File: src/sv/hsl_pkg.sv
package hsl_pkg;

   // Hue unit codes
   typedef enum logic [1:0] {
      UNIT_DEGREES  = 2'd0,
      UNIT_RADIANS  = 2'd1,
      UNIT_GRADIANS = 2'd2,
      UNIT_TURNS    = 2'd3
   } hue_unit_type;

   // Datapath widths
   localparam int HUE_W  = 20;   // hue position, steps of 1/2560 degree
   localparam int PCT_W  = 15;   // clamped percent, 0..25600
   localparam int PQ_W   = 30;   // p and q, scaled by 25600^2
   localparam int TSEL_W = 18;   // distance along a ramp, at most one sixth turn
   localparam int TERM_W = 47;   // one term of a channel numerator
   localparam int NUM_W  = 48;   // full channel numerator with rounding
   localparam int OUT_W  = 16;   // result field width
   localparam int REM_W  = 18;   // remainder check after the reciprocal estimate

   typedef logic [HUE_W-1:0]  hue_pos_type;
   typedef logic [PCT_W-1:0]  pct_type;
   typedef logic [PQ_W-1:0]   level_type;
   typedef logic [TERM_W-1:0] term_type;

   // Hue positions in steps of 1/2560 degree
   localparam hue_pos_type HUE_TURN       = 20'd921600;
   localparam hue_pos_type HUE_THIRD      = 20'd307200;
   localparam hue_pos_type HUE_SIXTH      = 20'd153600;
   localparam hue_pos_type HUE_HALF       = 20'd460800;
   localparam hue_pos_type HUE_TWO_THIRDS = 20'd614400;

   // Percent scale, Q7.8
   localparam pct_type PCT_FULL = 15'd25600;
   localparam pct_type PCT_HALF = 15'd12800;

   // Hue scale factors per unit, in 2^-16 steps of 1/2560 degree
   localparam logic [28:0] MULT_DEG  = 29'd655360;
   localparam logic [28:0] MULT_RAD  = 29'd37549362;
   localparam logic [28:0] MULT_GRAD = 29'd589824;
   localparam logic [28:0] MULT_TURN = 29'd235929600;

   // Whole-turn reduction: offset by a multiple of 3600, then divide by 16 * 225
   localparam logic [29:0] HUE_BIAS   = 30'd144000000;
   localparam logic [24:0] HUE_RECIP  = 25'd19088743;   // floor(2^32 / 225)
   localparam logic [7:0]  HUE_DIGITS = 8'd225;

   // Channel scaling: divide by 46875 * 2^(31 - frac bits)
   localparam logic [15:0] DIV_BASE        = 16'd46875;
   localparam logic [27:0] DIV_RECIP       = 28'd187649984; // floor(2^43 / 46875)
   localparam int          DIV_RECIP_SHIFT = 28;
   localparam int          DIV_DROP        = 15;

   // Opacity numerators on the channel scale
   localparam term_type ALPHA_ONE_NUM   = 47'd100663296000000;
   localparam term_type ALPHA_PCT_MULT  = 47'd3932160000;
   localparam term_type ALPHA_FRAC_MULT = 47'd393216000000;

endpackage

File: src/sv/hsl_ramp.sv
module hsl_ramp
   import hsl_pkg::*;
(
   input  logic        clock,
   input  logic        advance,
   input  hue_pos_type hue_pos,
   input  level_type   level_hi,
   input  level_type   level_lo,
   input  level_type   level_diff,
   output term_type    base_term,
   output term_type    slope_term
);

   logic [TSEL_W-1:0] tsel;
   level_type         level;
   logic [NUM_W-1:0]  slope_full;
   term_type          base_in, base_ff;
   term_type          slope_in, slope_ff;

   // Select the segment of the hue ramp
   always_comb begin
      tsel  = '0;
      level = level_lo;
      if (hue_pos < HUE_SIXTH) begin
         tsel = TSEL_W'(hue_pos);
      end else if (hue_pos < HUE_HALF) begin
         level = level_hi;
      end else if (hue_pos < HUE_TWO_THIRDS) begin
         tsel = TSEL_W'(HUE_TWO_THIRDS - hue_pos);
      end
   end

   // Form both numerator terms
   assign slope_full = NUM_W'(level_diff) * NUM_W'(tsel);
   assign slope_in   = TERM_W'(slope_full);
   assign base_in    = TERM_W'(level) * TERM_W'(HUE_SIXTH);

   always_ff @(posedge clock) begin
      if (advance) begin
         base_ff  <= base_in;
         slope_ff <= slope_in;
      end
   end

   assign base_term  = base_ff;
   assign slope_term = slope_ff;

endmodule

File: config.mk
export PLATFORM = sky130hd
export DESIGN_NAME = hsl_ramp
export DESIGN_NICKNAME = d
export VERILOG_FILES = /design/src/sv/hsl_pkg.sv /design/src/sv/hsl_ramp.sv
export SDC_FILE = /design/constraint.sdc
export NUM_CORES = 2
export LEC_CHECK = 0
export BUFFER_PORTS_ARGS = -buffer_cell sky130_fd_sc_hd__buf_2
export CAP_MARGIN = 20
export CORE_ASPECT_RATIO = 1.2
export CORE_MARGIN = 3
export CORE_UTILIZATION = 39
export CTS_BUF_LIST = sky130_fd_sc_hd__clkbuf_4 sky130_fd_sc_hd__clkbuf_8 sky130_fd_sc_hd__clkbuf_16
export DETAILED_ROUTE_END_ITERATION = 10
export MAX_ROUTING_LAYER = met4
export PLACE_DENSITY = 0.52
export SETUP_SLACK_MARGIN = 0.3
export SYNTH_ARGS = -nofsm -noshare
export SYNTH_HDL_FRONTEND = slang
export SYNTH_SLANG_ARGS = --single-unit
export TNS_END_PERCENT = 30
File: constraint.sdc
create_clock -name clock -period 9.5 [get_ports clock]
set_input_delay 0 -clock clock [delete_from_list [all_inputs] [get_ports clock]]
set_output_delay 0 -clock clock [all_outputs]
set_load 0.01 [all_outputs]
==> run metrics <==
Chip Width about 230 um; total grt overflow 0; area growth from synthesis to layout 8.608%; Via density 4.993; Detail Route Antenna Nets 0; first-pass GRT wire length ~110 mm; CTS H-tree depth 3; status finished clean; Post-Syn Area per Cell approximately 9 sq um; Die H approximately 280 um; setup violators final 0; Seq/Total Area, Yosys between 10 and 15%; dpl hpwl 53.90 mm; Vias between 15000 and 20000; CTS tree built; Pwr per Cell Area 266.2 mW/mm^2; EDFF count, synth slightly above 80; DRT Pass-1 Iters 8; worst-margin pin slew 1.070 ns; Post-Syn Area roughly 0.025 sq mm; pin count of the biggest net entering global routing 66; Worst-path clk slew approximately 0.080 ns; initial antenna violation count 0; GPL Wtd Cong approximately 0.85; Max VDD drop roughly 0.21 mV; most used flip-flop cell after synthesis edfxtp_1; IO Count 206; core area around 0.062 sq mm; number of global-route vias before repair 20260; worst hold path class input pin to flip-flop; CP required 9.63 ns; clk sink count between 80 and 90; Nets roughly 3700; final hold viol count 0; Root Buffer clkbuf_16; post-synth top area cell fa_1; die area 0.06593 sq mm; number of setup buffers added after CTS 0; Worst setup SP type input pin; Starting Density between 30 and 40%; Crit. End Element flip-flop; total number of yosys warnings 0; WL/cell roughly 18 um; post-route setup slack around 1.3 ns; Post-Syn Instances ~2700; Num CTS Buffers 9; synth top area cells fa_1 (41%), ha_1 (11%), inv_1 (11%); LEAKAGE 14.03 nW; max-cap violation count 0; Remaining DRCs 0; share of cells above drive strength 1 about a tenth; n_diodes 0; max_slew headroom roughly 28%; Max Fclk ~0.12 GHz; min Tclk post-route 8.228 ns; hold path depth 1; CP max FO 15; final wirelength 67.60 mm; RSZ-0062 raised after global routing no; WS Path Type input pin to flip-flop; DRT iter0 DRCs roughly 830; ys async rst share 0%; IO buf count roughly 190; site row count 100; Synth Register Bits between 80 and 90; total track usage a little over a fifth; Netlist cell types 69; pre-CTS setup slack between 0.8 and 0.9 ns; setup TNS 0 ns; period utilisation layout 86.61%; Max Slew Vio Count 0; CTS max path bufs 2; post-synth top area share between 40 and 50%; crit path DAT around 8.4 ns
-- flip-flops by register name (all words and copies together) (netlist names) --
register and count:
base_term 36, slope_term 47
-- per-stage QoR --
stage / utilization, % / area, sq um / total power [mW] / cells / hold slack (ns)
3_5_place_dp: 42.31 / 26310 / 6.749 / 3651 / 0.3938
3_3_place_gp: 42.31 / 26310 / 6.702 / 3651 / 0.3936
5_1_grt: 42.82 / 26630 / 7.896 / 3669 / 0.01746
4_1_cts: 42.82 / 26630 / 7.208 / 3669 / 0.005167
2_1_floorplan: - / 24560 / 5.038 / 2746 / 0.1125
6_report: 42.82 / 26630 / 7.090 / 3669 / 0.02469
-- worst paths after layout --
kind                     from        endpoint
setup / recovery  hue_pos[14]  slope_term[46]
hold / removal        advance  slope_term[28]
-- layer usage --
metal | part of all wire [%] | routed length, um | global-route usage (%) | up-vias
met5 | 0 | 0 | - | -
met3 | 4.2 | 2828 | 2.149 | 110
met4 | 2.9 | 1949 | 6.249 | 0
met1 | 39 | 26690 | 25.46 | 9386
met2 | 53 | 36140 | 40.01 | 476
li1 | - | - | - | 8346
-- critical path: stages --
cell and delay (ns):
buf_2 0.15, a21oi_1 0.15, nor2b_1 0.09, o32ai_2 0.84, a31oi_1 0.23, a21oi_2 0.70, nand2_1 0.15, fa_1 0.52
inv_1 0.06, fa_1 0.52, inv_1 0.05, fa_1 0.49, inv_1 0.05, fa_1 0.54, inv_1 0.05, fa_1 0.47
inv_1 0.05, fa_1 0.43, ha_1 0.39, a2111o_1 0.44, a21oi_1 0.51, o21ai_1 0.19, a31oi_1 0.41, o211ai_1 0.32
a21oi_1 0.29, o21ai_1 0.10, xnor2_1 0.12
-- Yosys cell counts (all sizes together) (3+ instances only) --
cell and number:
inv 712, fa 498, nand2 426, ha 221
and2 161, edfxtp 83, a21oi 77, clkbuf 76
nor2 60, buf 55, a21o 52, xnor2 52
o21ai 49, mux2 27, xor2 20, o21a 15
nand3 14, nand2b 12, nor3 12, and3 11
nor2b 10, a31oi 9, nand4 9, o21bai 9
a211oi 5, o211ai 5, o31ai 5, a2111o 4
mux2i 4, a2111oi 3, a211o 3, a221oi 3
and4 3, o31a 3
-- report_power, final --
group	internal, mW	switching (mW)
Sequential	0.828	0.0461
Clock	0.207	0.182
Combinational	2.33	3.50
-- cell families after synthesis --
| group | Yosys count | share of synthesized area, % |
|---|---|---|
| and+or+nand+nor | 725 | 13.60 |
| DFF | 83 | 10.16 |
| adders and majority gates | 719 | 51.94 |
| other | 1 | 0.01529 |
| AOI/OAI and AO/OA | 261 | 7.032 |
| muxes | 31 | 1.403 |
| buffers and inverters | 843 | 13.19 |
| xor gates and xnor gates | 73 | 2.664 |
-- what timing repair did --
item,CTS,global route
setup endpoints to repair,0,0
hold buffers,2,0
resized for setup,0,0
endpoints found under the hold margin,1,0
-- cell usage in the layout, fill, tap and decap left out, types with 20 or more instances in the layout --
| master | n |
|---|---|
| a21o_1 | 51 |
| and2_1 | 161 |
| buf_2 | 193 |
| inv_1 | 712 |
| buf_4 | 27 |
| ha_1 | 221 |
| nor2_1 | 58 |
| nand2_1 | 426 |
| xnor2_1 | 52 |
| fa_1 | 498 |
| o21ai_0 | 26 |
| a21oi_1 | 70 |
| mux2_2 | 27 |
| edfxtp_1 | 83 |
| xor2_1 | 20 |
-- layout make-up --
class / instances / area, sq um
Tap cell: 816 / 1021
Timing Repair Buffer: 222 / 1189
Multi-Input combinational cell: 1820 / 18950
Clock inverter: 7 / 76.32
Inverter: 712 / 2673
Fill cell: 6228 / 35550
Sequential cell: 83 / 2492
Clock buffer: 9 / 225.2
No activity file was read; power rests on OpenSTA's default activity.
