--- src/sv/hsl_pkg.sv ---
package hsl_pkg;

   // Hue unit codes
   typedef enum logic [1:0] {
      UNIT_DEGREES  = 2'd0,
      UNIT_RADIANS  = 2'd1,
      UNIT_GRADIANS = 2'd2,
      UNIT_TURNS    = 2'd3
   } hue_unit_type;

   // Datapath widths
   localparam int HUE_W  = 20;   // hue position, steps of 1/2560 degree
   localparam int PCT_W  = 15;   // clamped percent, 0..25600
   localparam int PQ_W   = 30;   // p and q, scaled by 25600^2
   localparam int TSEL_W = 18;   // distance along a ramp, at most one sixth turn
   localparam int TERM_W = 47;   // one term of a channel numerator
   localparam int NUM_W  = 48;   // full channel numerator with rounding
   localparam int OUT_W  = 16;   // result field width
   localparam int REM_W  = 18;   // remainder check after the reciprocal estimate

   typedef logic [HUE_W-1:0]  hue_pos_type;
   typedef logic [PCT_W-1:0]  pct_type;
   typedef logic [PQ_W-1:0]   level_type;
   typedef logic [TERM_W-1:0] term_type;

   // Hue positions in steps of 1/2560 degree
   localparam hue_pos_type HUE_TURN       = 20'd921600;
   localparam hue_pos_type HUE_THIRD      = 20'd307200;
   localparam hue_pos_type HUE_SIXTH      = 20'd153600;
   localparam hue_pos_type HUE_HALF       = 20'd460800;
   localparam hue_pos_type HUE_TWO_THIRDS = 20'd614400;

   // Percent scale, Q7.8
   localparam pct_type PCT_FULL = 15'd25600;
   localparam pct_type PCT_HALF = 15'd12800;

   // Hue scale factors per unit, in 2^-16 steps of 1/2560 degree
   localparam logic [28:0] MULT_DEG  = 29'd655360;
   localparam logic [28:0] MULT_RAD  = 29'd37549362;
   localparam logic [28:0] MULT_GRAD = 29'd589824;
   localparam logic [28:0] MULT_TURN = 29'd235929600;

   // Whole-turn reduction: offset by a multiple of 3600, then divide by 16 * 225
   localparam logic [29:0] HUE_BIAS   = 30'd144000000;
   localparam logic [24:0] HUE_RECIP  = 25'd19088743;   // floor(2^32 / 225)
   localparam logic [7:0]  HUE_DIGITS = 8'd225;

   // Channel scaling: divide by 46875 * 2^(31 - frac bits)
   localparam logic [15:0] DIV_BASE        = 16'd46875;
   localparam logic [27:0] DIV_RECIP       = 28'd187649984; // floor(2^43 / 46875)
   localparam int          DIV_RECIP_SHIFT = 28;
   localparam int          DIV_DROP        = 15;

   // Opacity numerators on the channel scale
   localparam term_type ALPHA_ONE_NUM   = 47'd100663296000000;
   localparam term_type ALPHA_PCT_MULT  = 47'd3932160000;
   localparam term_type ALPHA_FRAC_MULT = 47'd393216000000;

endpackage

--- src/sv/hsl_hue.sv ---
module hsl_hue
   import hsl_pkg::*;
(
   input  logic               clock,
   input  logic [2:0]         stage_en,
   input  logic signed [23:0] hue_value,
   input  logic [1:0]         hue_unit,
   output hue_pos_type        hue_steps
);

   logic [28:0]        scale;
   logic signed [52:0] turn_prod_in, turn_prod_ff;
   logic signed [28:0] turns_whole;
   logic [29:0]        biased;
   logic [25:0]        digits;
   logic [50:0]        est_full;
   logic [18:0]        est_in, est_ff;
   logic [8:0]         digit_lo_in, digit_lo_ff;
   logic [3:0]         nibble_in, nibble_ff;
   logic [8:0]         frac_in, frac_ff;
   logic [18:0]        est_scaled;
   logic [8:0]         rem_raw;
   logic [7:0]         rem;
   hue_pos_type        steps_sum, hue_in, hue_ff;

   // Pick the unit scale
   always_comb begin
      case (hue_unit_type'(hue_unit))
         UNIT_DEGREES:  scale = MULT_DEG;
         UNIT_RADIANS:  scale = MULT_RAD;
         UNIT_GRADIANS: scale = MULT_GRAD;
         UNIT_TURNS:    scale = MULT_TURN;
         default:       scale = MULT_DEG;
      endcase
   end

   // Stage 1: scale the hue into 2^-16 steps
   assign turn_prod_in = hue_value * $signed({1'b0, scale});

   // Stage 2: estimate the quotient by 3600 whole steps of 2^24
   assign turns_whole = turn_prod_ff[52:24];
   assign biased      = {turns_whole[28], turns_whole} + HUE_BIAS;
   assign digits      = biased[29:4];
   assign est_full    = 51'(digits) * 51'(HUE_RECIP);
   assign est_in      = est_full[50:32];
   assign digit_lo_in = digits[8:0];
   assign nibble_in   = biased[3:0];
   assign frac_in     = turn_prod_ff[23:15];

   // Stage 3: correct the remainder, round to whole steps, wrap a full turn
   assign est_scaled = est_ff * 19'(HUE_DIGITS);
   assign rem_raw    = digit_lo_ff - est_scaled[8:0];
   assign rem        = (rem_raw >= 9'(HUE_DIGITS)) ? 8'(rem_raw - 9'(HUE_DIGITS))
                                                   : rem_raw[7:0];
   assign steps_sum  = {rem, nibble_ff, frac_ff[8:1]} + HUE_W'(frac_ff[0]);
   assign hue_in     = (steps_sum == HUE_TURN) ? '0 : steps_sum;

   // Advance each stage when its slot moves
   always_ff @(posedge clock) begin
      if (stage_en[0]) begin
         turn_prod_ff <= turn_prod_in;
      end
      if (stage_en[1]) begin
         est_ff      <= est_in;
         digit_lo_ff <= digit_lo_in;
         nibble_ff   <= nibble_in;
         frac_ff     <= frac_in;
      end
      if (stage_en[2]) begin
         hue_ff <= hue_in;
      end
   end

   assign hue_steps = hue_ff;

endmodule

--- config.mk ---
export PLATFORM = sky130hd
export DESIGN_NAME = hsl_hue
export DESIGN_NICKNAME = d
export VERILOG_FILES = /design/src/sv/hsl_pkg.sv /design/src/sv/hsl_hue.sv
export SDC_FILE = /design/constraint.sdc
export NUM_CORES = 2
export LEC_CHECK = 0
export BUFFER_PORTS_ARGS = -buffer_cell sky130_fd_sc_hd__buf_2
export CAP_MARGIN = 0
export CORE_ASPECT_RATIO = 0.9
export CORE_MARGIN = 3
export CORE_UTILIZATION = 23
export DETAILED_ROUTE_END_ITERATION = 12
export SYNTH_ARGS = -nofsm -noshare
export SYNTH_HDL_FRONTEND = slang
export SYNTH_SLANG_ARGS = --single-unit
--- constraint.sdc ---
create_clock -name clock -period 18.8 [get_ports clock]
set_input_delay 3.76 -clock clock [delete_from_list [all_inputs] [get_ports clock]]
set_output_delay 3.76 -clock clock [all_outputs]
set_load 0.1 [all_outputs]
==> run summary <==
Status = complete, no violations
Clock-pin slew on the worst setup and hold paths = 70 ps
Initial antenna violation count = 2
Die footprint = 0.127 mm^2
Die W = 375 um
Fin crit period = 11,590 ps
# setup viols final = 0
Die Y-Extent = 338 um
Synth Cell Area = 0.0282 mm^2
Clk_lat worst skew = 360 ps
Wire per inst = 14.6 um
Clk buf depth = 2
Crit share post-route = 61.7%
Count of pins over their slew limit = 0
Synth area leaders = fa_1, ha_1, inv_1, edfxtp_1, xnor2_1
Slew headroom = 17.5%
Sequential fraction of the synthesis area = 9.47%
Drt drc = 0
CP Class = primary input to flip-flop
Top Metal Used = met5
Worst path slowest cell = nand2_1
Most frequent cells after synthesis = inv_1, ha_1, fa_1, nand2_1, edfxtp_1
Tightest Hold Check Type = flip-flop to flip-flop
Vias in the first global route = 19,500
Wire length on met3 = 4300 um
First-pass GRT wire length = 106,000 um
FMAX = 86.2 MHz
Top-area cell type share of the netlist area = 38.2%
Final ANT Viol Nets = 0
Final net count = 3,973
Setup TNS = 0 ps
Post-synth EDFFs = 89
Layout Area Growth over Synthesis = 9.16%
Root Buffer = clkbuf_16
Post-DP HPWL = 57,700 um
Unrepaired setup endpoints after global routing = false
Total setup buffers inserted after CTS = 0
Crit path largest cell delay = 770 ps
GR Overflow Total = 0
Most common cell in the netlist = inv_1
Ys flop type = edfxtp_1
Count of final hold-check violations = 0
Post-CTS Hold Fix Bufs = 0
Cells after synthesis = 2,811
Synth area leader = fa_1
Largest fanout on the critical path = 34
Share of layout cells above drive strength 1 = 4.01%
ANT cells = 0
Syn_nets = 3,922
Post_cts resized = 0
CTS Buf Count = 9
Max-Cap Viols = 0
Largest net degree at the start of global routing = 39
Least-Margin Pin Slew = 1230 ps
I/O pin cnt = 50
Clock Sinks = 89
DR WL met2 = 28,500 um
RD Place Congestion = 0.870
Async S/R FF share, synth = 0%
Mapped Avg Cell Area = 10.0 um^2
Iter 0 DRT Violations = 1,019
Unique masters post-synth = 78
FP Rows = 121
Critical path data arrival time = 11,760 ps
TritonCTS clock tree = done
Tot GR Track Use = 10.5%
Worst Path Required = 18,970 ps
Worst Skew = 16.4 ps
Met1 Wirelength = 31,300 um
CP dominant cell by count = fa_1
Synth Register Bits = 89
Core area = 0.121 mm^2
I/O Buffers = 49
Drt pass-1 iters = 5
# H-tree levels = 3
CP Capture Type = flip-flop
Crit start category = primary input
Starting Density = 23.2%
Synth warn = 0
Routed WL = 65,100 um
Via count = 18,000
Vias per inst = 4.03
==> through the flow <==
stage | worst slack, ps | cell area [um^2] | instances | utilization, % | hold slack [ps]
6_report | 7210 | 30800 | 4466 | 25.4 | 423
5_1_grt | 6770 | 30800 | 4466 | 25.4 | 429
4_1_cts | 7260 | 30800 | 4466 | 25.4 | 423
3_5_place_dp | 6880 | 30500 | 4450 | 25.1 | 405
3_3_place_gp | 6990 | 30500 | 4450 | 25.1 | 403
2_1_floorplan | 7740 | 28200 | 2811 | - | 400
==> logic make-up after synthesis <==
family	count (synthesis)	synth area share, %
fa+ha+maj	1081	62.2
buf+inv	932	12.5
simple gates	372	6.69
compound gates	215	5.27
xor+xnor	117	3.74
flops	89	9.47
mux	3	0.111
other cells	2	0.0266
==> per-layer routing <==
| layer | global-route usage [%] | vias up |
|---|---|---|
| li1 | - | 8728 |
| met1 | 14.9 | 8821 |
| met2 | 16.6 | 396 |
| met3 | 2.24 | 48 |
| met4 | 2.10 | 2 |
| met5 | 0 | - |
==> path summary, 6_finish.rpt <==
path | startpoint | to | slack [ps] | cells past startpoint
setup reg to reg | turn_prod_ff[34] | est_ff[8] | 9730 | 28
hold reg to reg | turn_prod_ff[22] | frac_ff[7] | 420 | 0
setup / recovery | hue_unit[0] | turn_prod_ff[46] | 7210 | 25
hold / removal | turn_prod_ff[22] | frac_ff[7] | 420 | 0
==> cell usage in the layout (no fill, tap or decap), drive strengths merged, types with 6 or more instances in the layout <==
master	count
xnor2	80
a21o	39
inv	902
and2	41
nor3	21
xor2	36
nor2	57
nand2b	14
o211ai	11
buf	73
and3	13
nand4	11
o21a	7
nor2b	6
fa	538
or2	9
nor4	8
edfxtp	89
or4	6
a21oi	60
a31oi	9
clkbuf	10
or3	8
nand3b	7
nand3	30
nand2	127
o21ai	35
ha	543
==> registers in the layout, summed over array words and instances, names as in the netlist <==
| name | count |
|---|---|
| nibble_ff | 4 |
| turn_prod_ff | 38 |
| hue_steps | 20 |
| est_ff | 9 |
| frac_ff | 9 |
| digit_lo_ff | 9 |
==> critical path: cells and delay by family <==
| family | cells | cell delay [ps] |
|---|---|---|
| AOI/OAI and AO/OA | 6 | 1620 |
| and+or+nand+nor | 4 | 1720 |
| buffers and inverters | 7 | 840 |
| adders and majority gates | 8 | 3770 |
==> layout make-up <==
type	instances	area, um^2
Clock inverter	6	73.8
Sequential cell	89	2670
Multi-Input combinational cell	1790	22000
Clock buffer	10	229
Inverter	899	3370
Fill cell	13000	90600
Timing Repair Buffer	73	425
Tap cell	1599	2000
Power is not shown: default switching activity piles up to over one toggle a cycle in this logic, so the estimate is an artifact.
