===== config.mk =====
export PLATFORM = sky130hd
export DESIGN_NAME = hsl_div
export DESIGN_NICKNAME = d
export VERILOG_FILES = /design/src/sv/hsl_pkg.sv /design/src/sv/hsl_div.sv
export SDC_FILE = /design/constraint.sdc
export NUM_CORES = 1
export LEC_CHECK = 0
export BUFFER_PORTS_ARGS = -buffer_cell sky130_fd_sc_hd__buf_2
export CORE_ASPECT_RATIO = 1.25
export CORE_MARGIN = 5
export CORE_UTILIZATION = 53
export CTS_CLUSTER_SIZE = 25
export DETAILED_ROUTE_END_ITERATION = 16
export PLACE_DENSITY_LB_ADDON = 0.08
export SLEW_MARGIN = 25
export SYNTH_ARGS = -nofsm -noshare
export SYNTH_HDL_FRONTEND = slang
export SYNTH_SLANG_ARGS = --single-unit

===== constraint.sdc =====
create_clock -name clock -period 15.5 [get_ports clock]
set_input_delay 0.775 -clock clock [delete_from_list [all_inputs] [get_ports clock]]
set_output_delay 0.775 -clock clock [all_outputs]
set_load 0.02 [all_outputs]

===== src/sv/hsl_pkg.sv =====
package hsl_pkg;

   // Hue unit codes
   typedef enum logic [1:0] {
      UNIT_DEGREES  = 2'd0,
      UNIT_RADIANS  = 2'd1,
      UNIT_GRADIANS = 2'd2,
      UNIT_TURNS    = 2'd3
   } hue_unit_type;

   // Datapath widths
   localparam int HUE_W  = 20;   // hue position, steps of 1/2560 degree
   localparam int PCT_W  = 15;   // clamped percent, 0..25600
   localparam int PQ_W   = 30;   // p and q, scaled by 25600^2
   localparam int TSEL_W = 18;   // distance along a ramp, at most one sixth turn
   localparam int TERM_W = 47;   // one term of a channel numerator
   localparam int NUM_W  = 48;   // full channel numerator with rounding
   localparam int OUT_W  = 16;   // result field width
   localparam int REM_W  = 18;   // remainder check after the reciprocal estimate

   typedef logic [HUE_W-1:0]  hue_pos_type;
   typedef logic [PCT_W-1:0]  pct_type;
   typedef logic [PQ_W-1:0]   level_type;
   typedef logic [TERM_W-1:0] term_type;

   // Hue positions in steps of 1/2560 degree
   localparam hue_pos_type HUE_TURN       = 20'd921600;
   localparam hue_pos_type HUE_THIRD      = 20'd307200;
   localparam hue_pos_type HUE_SIXTH      = 20'd153600;
   localparam hue_pos_type HUE_HALF       = 20'd460800;
   localparam hue_pos_type HUE_TWO_THIRDS = 20'd614400;

   // Percent scale, Q7.8
   localparam pct_type PCT_FULL = 15'd25600;
   localparam pct_type PCT_HALF = 15'd12800;

   // Hue scale factors per unit, in 2^-16 steps of 1/2560 degree
   localparam logic [28:0] MULT_DEG  = 29'd655360;
   localparam logic [28:0] MULT_RAD  = 29'd37549362;
   localparam logic [28:0] MULT_GRAD = 29'd589824;
   localparam logic [28:0] MULT_TURN = 29'd235929600;

   // Whole-turn reduction: offset by a multiple of 3600, then divide by 16 * 225
   localparam logic [29:0] HUE_BIAS   = 30'd144000000;
   localparam logic [24:0] HUE_RECIP  = 25'd19088743;   // floor(2^32 / 225)
   localparam logic [7:0]  HUE_DIGITS = 8'd225;

   // Channel scaling: divide by 46875 * 2^(31 - frac bits)
   localparam logic [15:0] DIV_BASE        = 16'd46875;
   localparam logic [27:0] DIV_RECIP       = 28'd187649984; // floor(2^43 / 46875)
   localparam int          DIV_RECIP_SHIFT = 28;
   localparam int          DIV_DROP        = 15;

   // Opacity numerators on the channel scale
   localparam term_type ALPHA_ONE_NUM   = 47'd100663296000000;
   localparam term_type ALPHA_PCT_MULT  = 47'd3932160000;
   localparam term_type ALPHA_FRAC_MULT = 47'd393216000000;

endpackage


===== src/sv/hsl_div.sv =====
module hsl_div
   import hsl_pkg::*;
#(
   parameter int OUT_FRAC_BITS = 15
) (
   input  logic             clock,
   input  logic [2:0]       stage_en,
   input  term_type         base_term,
   input  term_type         slope_term,
   output logic [OUT_W-1:0] result
);

   localparam int SHIFT    = 31 - OUT_FRAC_BITS;
   localparam int SCALED_W = NUM_W - SHIFT;
   localparam int EST_W    = SCALED_W - DIV_DROP;
   localparam int PROD_W   = EST_W + DIV_RECIP_SHIFT;
   localparam logic [NUM_W-1:0] HALF_DIV = NUM_W'(DIV_BASE) << (SHIFT - 1);
   localparam logic [EST_W:0]   OUT_ONE  = (EST_W + 1)'(1) << OUT_FRAC_BITS;

   logic [NUM_W-1:0]    num_sum;
   logic [SCALED_W-1:0] scaled_in, scaled_ff;
   logic [PROD_W-1:0]   est_full;
   logic [EST_W-1:0]    est_in, est_ff;
   logic [REM_W-1:0]    low_in, low_ff;
   logic [REM_W-1:0]    est_low, est_scaled, rem;
   logic                bump;
   logic [EST_W:0]      quot;
   logic [OUT_W-1:0]    result_in, result_ff;

   // Stage A: add the rounding half and drop the power-of-two part
   assign num_sum   = NUM_W'(base_term) + NUM_W'(slope_term) + HALF_DIV;
   assign scaled_in = num_sum[NUM_W-1:SHIFT];

   // Stage B: reciprocal estimate, low by at most one
   assign est_full = PROD_W'(scaled_ff[SCALED_W-1:DIV_DROP]) * PROD_W'(DIV_RECIP);
   assign est_in   = est_full[PROD_W-1:DIV_RECIP_SHIFT];
   assign low_in   = scaled_ff[REM_W-1:0];

   // Stage C: check the remainder, bump the quotient, clamp to one
   assign est_low    = REM_W'(est_ff);
   assign est_scaled = est_low * REM_W'(DIV_BASE);
   assign rem        = low_ff - est_scaled;
   assign bump       = (rem >= REM_W'(DIV_BASE));
   assign quot       = {1'b0, est_ff} + (EST_W + 1)'(bump);
   assign result_in  = OUT_W'((quot > OUT_ONE) ? OUT_ONE : quot);

   always_ff @(posedge clock) begin
      if (stage_en[0]) begin
         scaled_ff <= scaled_in;
      end
      if (stage_en[1]) begin
         est_ff <= est_in;
         low_ff <= low_in;
      end
      if (stage_en[2]) begin
         result_ff <= result_in;
      end
   end

   assign result = result_ff;

endmodule


==> results_dict.tcl, run 1 <==
set metrics [dict create \
    cp_top_family "adder cells" \
    cts_tree "built" \
    reg2reg_to "result[1]" \
    finalInstanceArea_um2 17200 \
    cts_inserted_buffers 9 \
    min_period_ns 7.94 \
    seq_area_um2 2490 \
    die-area_um2 33600 \
    synthToLayoutAreaGrowth_pct 8.44 \
    synth_mux_area_share_pct 0.315 \
    globalRouteOverflowTotal 0 \
    cts_root_buffer "clkbuf_16" \
    cap_violations 0 \
    postSynth.asyncResetShare_pct 0 \
    ctsHoldBuffers 0 \
    synth_compound_area_share_pct 8.46 \
    synth_area_per_cell_um2 10.2 \
    synth_area_leader_cell "fa_1" \
    yosysWarnings 0 \
    ant_nets 0 \
    maxSlewViolCount 0 \
    ff2ff_path_depth 29 \
    start_util_pct 53.2 \
    worstPathMaxFanout 12 \
    synthSimpleGateAreaFrac_pct 6.22 \
    period_share_pct 51.2 \
    synthMostInstantiatedCell "inv_1" \
    worst_pin_slew_ns 0.888 \
    post_cts_buffers 0 \
    antenna_found_initial 0 \
    port_buffers 113 \
    crit_slowest_cell "edfxtp_1" \
    finalWirelength_um 34700 \
    finalHoldViolations 0 \
    htreeDepth 3 \
    diodes 0 \
    fin_skew_ns 0.0210 \
    yosysTopAreaCellShare_pct 28.0 \
    drc_errors 0 \
    cts_resized 0 \
    synth_adder_area_share_pct 54.3 \
    grt_use_total_pct 21.6 \
    clk_pin_slew_ns 0.08 \
    synth_cells 1558 \
    ys_types 64 \
    nFillCells 2705 \
    rsz0062_at_grt "no" \
    worst_ep_required_time_ns 15.70 \
    row_count 71 \
    cts_max_path_buffers 2 \
    clk_latency_ns 0.35 \
    drive_gt1_share_pct 8.31 \
    setup_viol 0 \
    place_congestion 0.924 \
    rrSetupSlack_ns 7.56 \
    seq_area_frac_synth_pct 15.7 \
    cts.sinks 83 \
    synth_top_family_by_area "adder cells" \
    yosys-top-cells-area "fa_1 (28%), ha_1 (26%), edfxtp_1 (16%)" \
    synth_nets 2212 \
    cp.arrival_ns 8.14 \
    die_width_um 165 \
    viasPerCell 5.16 \
    outcome "finished clean" \
    grt_max_degree 36 \
    hold_path_end "low_ff[8]" \
    max_stage_delay_ns 0.70 \
    multiInputGateArea_um2 11800 \
    drtIter0Drc 402 \
    end_kind "register" \
    path_buf_inv 3 \
    die_h_um 204 \
    hold_depth 0 \
    grt_pass1_vias 11300 \
    core_um2 29800 \
    num_io_pins 114 \
    hold_path.startpoint "scaled_ff[8]" \
    vias 10800 \
    post_drt_wl_per_cell_um 16.7 \
    crit_type "register to register" \
    yosys-top-cells-count "inv_1 (418), ha_1 (334), fa_1 (222), edfxtp_1 (83), xnor2_1 (63)" \
    syn_area_um2 15900 \
    detailedPlacementHpwl_um 31400 \
    dpl_cell_area_um2 16900 \
    synthFlopType "edfxtp_1" \
    tns_ns 0 \
    crit-reg2reg-launch "est_ff[1]" \
    synth-edff-count 83 \
    ys_seq_elements 83 \
    relSlewSlack_pct 40.8 \
    hp-class "register to register" \
    synthXorXnorAreaFrac_pct 4.96 \
    fmax_ghz 0.126 \
    firstDrtPassIters 5 \
    startpoint_type "register" \
    num-nets-final 2333 \
    grt_pass1_wl_um 56400 \
]
## state kept, by name (all words and copies together) (netlist names)
name       cells
scaled_ff     32
result        16
est_ff        17
low_ff        18
## kinds of logic (layout without fill, tap and decap cells)
kind of cell	Yosys count	after routing
xor+xnor	90	90
mux	5	5
flops	83	83
simple gates	199	199
fa+ha+maj	556	556
compound gates	202	202
buf+inv	423	549
## through the flow
| stage | utilization (%) | cells | hold slack [ns] | setup WS [ns] |
|---|---|---|---|---|
| final | 57.7 | 2085 | 0.424 | 7.56 |
| after global placement | 56.7 | 2069 | 0.401 | 7.71 |
| after floorplan | - | 1558 | 0.400 | 8.12 |
| after CTS | 57.7 | 2085 | 0.424 | 7.59 |
| after global routing | 57.7 | 2085 | 0.434 | 7.13 |
| after detailed placement | 56.7 | 2069 | 0.405 | 7.63 |
## cell type report
type / count / area share (%)
clock inverters: 7 / 0.385
flip-flops and latches: 83 / 14.5
well taps: 401 / 2.91
repair buffers: 114 / 3.33
multi-input cells: 1052 / 68.5
inverters: 419 / 9.14
clock buffers: 9 / 1.31
## layout by cell type (no fill, tap or decap), types with 6 or more instances in the layout
cell type,n
xor2_1,27
ha_1,334
or3_1,6
a211oi_1,7
a31oi_1,8
edfxtp_1,83
nor2b_1,11
nor2_1,55
a21oi_1,53
xnor2_1,63
nand4_1,12
fa_1,222
o21ai_1,19
inv_1,418
a21o_1,35
nand2_1,41
nand2b_1,6
and3_1,7
o21ai_0,21
o21a_1,12
clkbuf_16,9
nor3_1,18
nand3_1,14
buf_2,113
## how the worst max path moves through the flow
stage | startpoint | end | cells after the start
2_1_floorplan | est_ff[1] | result[0] | 31
3_3_place_gp | est_ff[1] | result[0] | 29
3_5_place_dp | est_ff[1] | result[0] | 29
4_1_cts | est_ff[1] | result[1] | 29
5_1_grt | est_ff[1] | result[1] | 29
6_report | est_ff[1] | result[1] | 29
## layer usage
layer,global-route usage [%],routed length (um)
met4,8.14,1460
met3,2.02,904
met2,39.6,18600
met1,25.9,13700
met5,0,0
Power of run 1 is left out: the tool's default activity adds up to more than one toggle a clock period on the data nets, which glitch-free logic cannot reach.
==> run 2: changes to the inputs <==
==> constraint.sdc (replaced) <==
create_clock -name clock -period 7 [get_ports clock]
set_input_delay 0.35 -clock clock [delete_from_list [all_inputs] [get_ports clock]]
set_output_delay 0.35 -clock clock [all_outputs]
set_load 0.02 [all_outputs]
==> results_dict.tcl, run 2 (synthesis results as in run 1) <==
set metrics [dict create \
    crit_path_frequent_cell "fa_1" \
    cts_root_buffer "clkbuf_16" \
    layout_common_cells "inv_1 (415), ha_1 (324), fa_1 (221)" \
    finalInstanceArea_um2 18200 \
    place_congestion 0.944 \
    cts_inserted_buffers 9 \
    min_period_ns 6.99 \
    vias 11300 \
    cts_max_path_buffers 2 \
    nFillCells 2669 \
    max_stage_delay_ns 0.51 \
    cts_tree "built" \
    ant_nets 0 \
    die_width_um 165 \
    globalRouteOverflowTotal 0 \
    largestRegisters "scaled_ff: 32 flops, low_ff: 18 flops, est_ff: 17 flops" \
    grt_pass1_wl_um 59700 \
    num_io_pins 114 \
    fmax_ghz 0.143 \
    fin_util_pct 61.0 \
    diodes 0 \
    clk_latency_ns 0.36 \
    fin_skew_ns 0.0245 \
    htreeDepth 3 \
    finalHoldViolations 0 \
    die_h_um 204 \
    worst_pin_slew_ns 0.829 \
    synthToLayoutAreaGrowth_pct 14.5 \
    regMostFlops "scaled_ff" \
    grt_use_total_pct 23.0 \
    start_util_pct 53.2 \
    die-area_um2 33600 \
    rsz0062_at_grt "yes" \
    detailedPlacementHpwl_um 33700 \
    firstDrtPassIters 4 \
    end_kind "register" \
    tns_ns 0 \
    relSlewSlack_pct 44.7 \
    post_drt_wl_per_cell_um 16.9 \
    num-nets-final 2433 \
    crit_type "register to register" \
    port_buffers 113 \
    startpoint_type "register" \
    drive_gt1_share_pct 15.0 \
    setup_viol 0 \
    cap_violations 0 \
    place_inst 2158 \
    drc_errors 0 \
    clk_pin_slew_ns 0.07 \
    ctsHoldBuffers 0 \
    grt_max_degree 36 \
    period_share_pct 99.9 \
    antenna_found_initial 0 \
    hp-class "register to register" \
    crit_slowest_cell "fa_1" \
    finalWirelength_um 36900 \
    cp_top_family "adder cells" \
    drtIter0Drc 373 \
    viasPerCell 5.16 \
    cts.sinks 83 \
    worst_ep_required_time_ns 7.20 \
    row_count 71 \
    path_buf_inv 4 \
    grt_pass1_vias 12200 \
    worstPathMaxFanout 8 \
    outcome "finished clean" \
    cp.arrival_ns 7.19 \
    maxSlewViolCount 0 \
    final_common_cell "inv_1" \
    dpl_cell_area_um2 17700 \
    core_um2 29800 \
    stdcell_count 2185 \
    largest_register_ffs 32 \
]
run 2: cell types whose count changed in the layout (fill, tap and decap cells not counted), sizes merged:
cell,change
buf,+100
clkinvlp,+1
inv,-1
run 2: timing repair:
action / in CTS / in global routing
endpoints found under the setup margin: 8 / 16
buffers inserted: 0 / 11
pin swaps: 10 / 26
resized for setup: 9 / 20
run 2: worst paths after layout:
check                startpoint  slack [ns]         end  cells after the start
setup / recovery      est_ff[7]        0.01   result[7]                     30
hold / removal    scaled_ff[14]        0.42  low_ff[14]                      0
setup reg to reg      est_ff[7]        0.01   result[7]                     30
hold reg to reg   scaled_ff[14]        0.42  low_ff[14]                      0
run 2: final cells by class:
class | instances | area (um2) | area share [%]
Clock inverter | 7 | 66.3 | 0.364
Inverter | 419 | 1580 | 8.67
Clock buffer | 9 | 225 | 1.24
Multi-Input combinational cell | 1052 | 12000 | 65.9
Sequential cell | 83 | 2490 | 13.7
Tap cell | 401 | 502 | 2.76
Timing Repair Buffer | 214 | 1350 | 7.40
run 2: layer usage:
| layer | part of all wire [%] | GRT usage (%) | routed length [um] | up-vias |
|---|---|---|---|---|
| li1 | - | - | - | 5517 |
| met1 | 36 | 24.8 | 13400 | 5445 |
| met2 | 54 | 42.9 | 20000 | 219 |
| met3 | 2.6 | 2.43 | 958 | 102 |
| met4 | 7.0 | 13.3 | 2570 | 0 |
| met5 | 0 | 0 | 0 | - |
run 2: stage by stage:
step	worst slack [ns]	hold WS (ns)
4_1_cts	0.0113	0.412
2_1_floorplan	0.0728	0.400
5_1_grt	-0.320	0.422
6_report	0.00955	0.415
3_5_place_dp	-0.229	0.405
3_3_place_gp	-0.0808	0.403
Power of run 2 is left out for the same reason.
==> run 3: changes to the inputs <==
--- a/config.mk
+++ b/config.mk
@@ -12,7 +12,7 @@
 export CTS_CLUSTER_SIZE = 25
 export DETAILED_ROUTE_END_ITERATION = 16
 export PLACE_DENSITY_LB_ADDON = 0.08
-export SLEW_MARGIN = 25
+export SLEW_MARGIN = 20
 export SYNTH_ARGS = -nofsm -noshare
 export SYNTH_HDL_FRONTEND = slang
 export SYNTH_SLANG_ARGS = --single-unit
==> constraint.sdc (replaced) <==
create_clock -name clock -period 8.45 [get_ports clock]
set_input_delay 0.4225 -clock clock [delete_from_list [all_inputs] [get_ports clock]]
set_output_delay 0.4225 -clock clock [all_outputs]
set_load 0.02 [all_outputs]
==> results_dict.tcl, run 3 (synthesis results as in run 1) <==
set metrics [dict create \
    place_congestion 0.937 \
    finalWirelength_um 35300 \
    finalHoldViolations 0 \
    worstPathMaxFanout 11 \
    reg2reg_to "result[1]" \
    worst_ep_required_time_ns 8.66 \
    clk_pin_slew_ns 0.08 \
    grt_pass1_vias 11500 \
    grt_use_total_pct 21.7 \
    diodes 0 \
    crit_slowest_cell "edfxtp_1" \
    layout_common_cells "inv_1 (418), ha_1 (334), fa_1 (222)" \
    dpl_cell_area_um2 17000 \
    hp-class "register to register" \
    cp_top_family "adder cells" \
    cts_max_path_buffers 2 \
    firstDrtPassIters 4 \
    drtIter0Drc 384 \
    rsz0062_at_grt "no" \
    post_cts_buffers 0 \
    setup_viol 0 \
    ctsHoldBuffers 0 \
    regMostFlops "scaled_ff" \
    die_h_um 204 \
    port_buffers 113 \
    cap_violations 0 \
    largest_register_ffs 32 \
    num_io_pins 114 \
    worst_pin_slew_ns 0.934 \
    htreeDepth 3 \
    hold_depth 0 \
    vias 10800 \
    cts_resized 0 \
    finalInstanceArea_um2 17200 \
    cts_tree "built" \
    start_util_pct 53.2 \
    hold_path.startpoint "scaled_ff[14]" \
    grt_pass1_wl_um 57200 \
    max_stage_delay_ns 0.57 \
    ff2ff_path_depth 29 \
    fmax_ghz 0.127 \
    startpoint_type "register" \
    largestRegisters "scaled_ff: 32 flops, low_ff: 18 flops, est_ff: 17 flops" \
    tns_ns 0 \
    post_drt_wl_per_cell_um 16.9 \
    maxSlewViolCount 0 \
    hold_path_end "low_ff[14]" \
    grt_max_degree 36 \
    rrSetupSlack_ns 0.58 \
    drc_errors 0 \
    final_common_cell "inv_1" \
    antenna_found_initial 0 \
    end_kind "register" \
    nFillCells 2742 \
    path_buf_inv 3 \
    detailedPlacementHpwl_um 31800 \
    worst_slack_ns 0.582 \
    fin_util_pct 57.8 \
    globalRouteOverflowTotal 0 \
    cts_inserted_buffers 9 \
    outcome "finished clean" \
    die-area_um2 33600 \
    viasPerCell 5.16 \
    cts_root_buffer "clkbuf_16" \
    synthToLayoutAreaGrowth_pct 8.54 \
    fin_skew_ns 0.0172 \
    cp.arrival_ns 8.08 \
    relSlewSlack_pct 37.8 \
    clk_latency_ns 0.35 \
    post-place-ws_ns 0.611 \
    die_width_um 165 \
    crit-reg2reg-launch "est_ff[2]" \
    cts.sinks 83 \
    period_share_pct 93.1 \
    core_um2 29800 \
    drive_gt1_share_pct 8.42 \
    num-nets-final 2335 \
    ant_nets 0 \
    row_count 71 \
    min_period_ns 7.87 \
    crit_type "register to register" \
]
[run 3: cell count changes in the layout (fill, tap and decap cells not counted), sizes merged]
cell,before,now
buf,214,116
clkinvlp,3,2
inv,422,423
[run 3: final cells by class]
type | instances | area (um2) | area share (%)
well taps | 401 | 502 | 2.91
clock inverters | 7 | 66.3 | 0.385
clock buffers | 9 | 225 | 1.31
repair buffers | 116 | 588 | 3.41
flip-flops and latches | 83 | 2490 | 14.5
inverters | 419 | 1570 | 9.13
multi-input cells | 1052 | 11800 | 68.4
[run 3: per-layer routing]
| metal | up-vias | global-route usage, % | share of wire [%] |
|---|---|---|---|
| met2 | 164 | 40.7 | 54 |
| li1 | 5322 | - | - |
| met5 | - | 0 | 0 |
| met3 | 71 | 1.94 | 1.9 |
| met4 | 0 | 8.53 | 4.4 |
| met1 | 5215 | 25.4 | 40 |
[run 3: worst max-delay path by stage]
stage	from	to	slack (ns)	cells after the start
finish	est_ff[2]	result[1]	0.58	29
CTS	est_ff[2]	result[1]	0.56	29
global route	est_ff[2]	result[0]	0.13	29
floorplan	est_ff[1]	result[0]	1.07	31
detailed placement	est_ff[10]	result[1]	0.61	29
global placement	est_ff[10]	result[0]	0.76	29
[run 3: per-stage QoR]
step	std cells	hold WS, ns
3_5_place_dp	2071	0.408
5_1_grt	2087	0.428
6_report	2087	0.402
4_1_cts	2087	0.406
2_1_floorplan	1558	0.400
3_3_place_gp	2071	0.402
[run 3: worst reg2reg max path, delay by kind of cell (launching register included)]
kind	cells	cell delay, ns
fa+ha+maj	8	3.35
simple gates	9	1.93
compound gates	7	1.46
flops	1	0.57
mux	2	0.28
buf+inv	3	0.14
Power of run 3 is left out for the same reason.
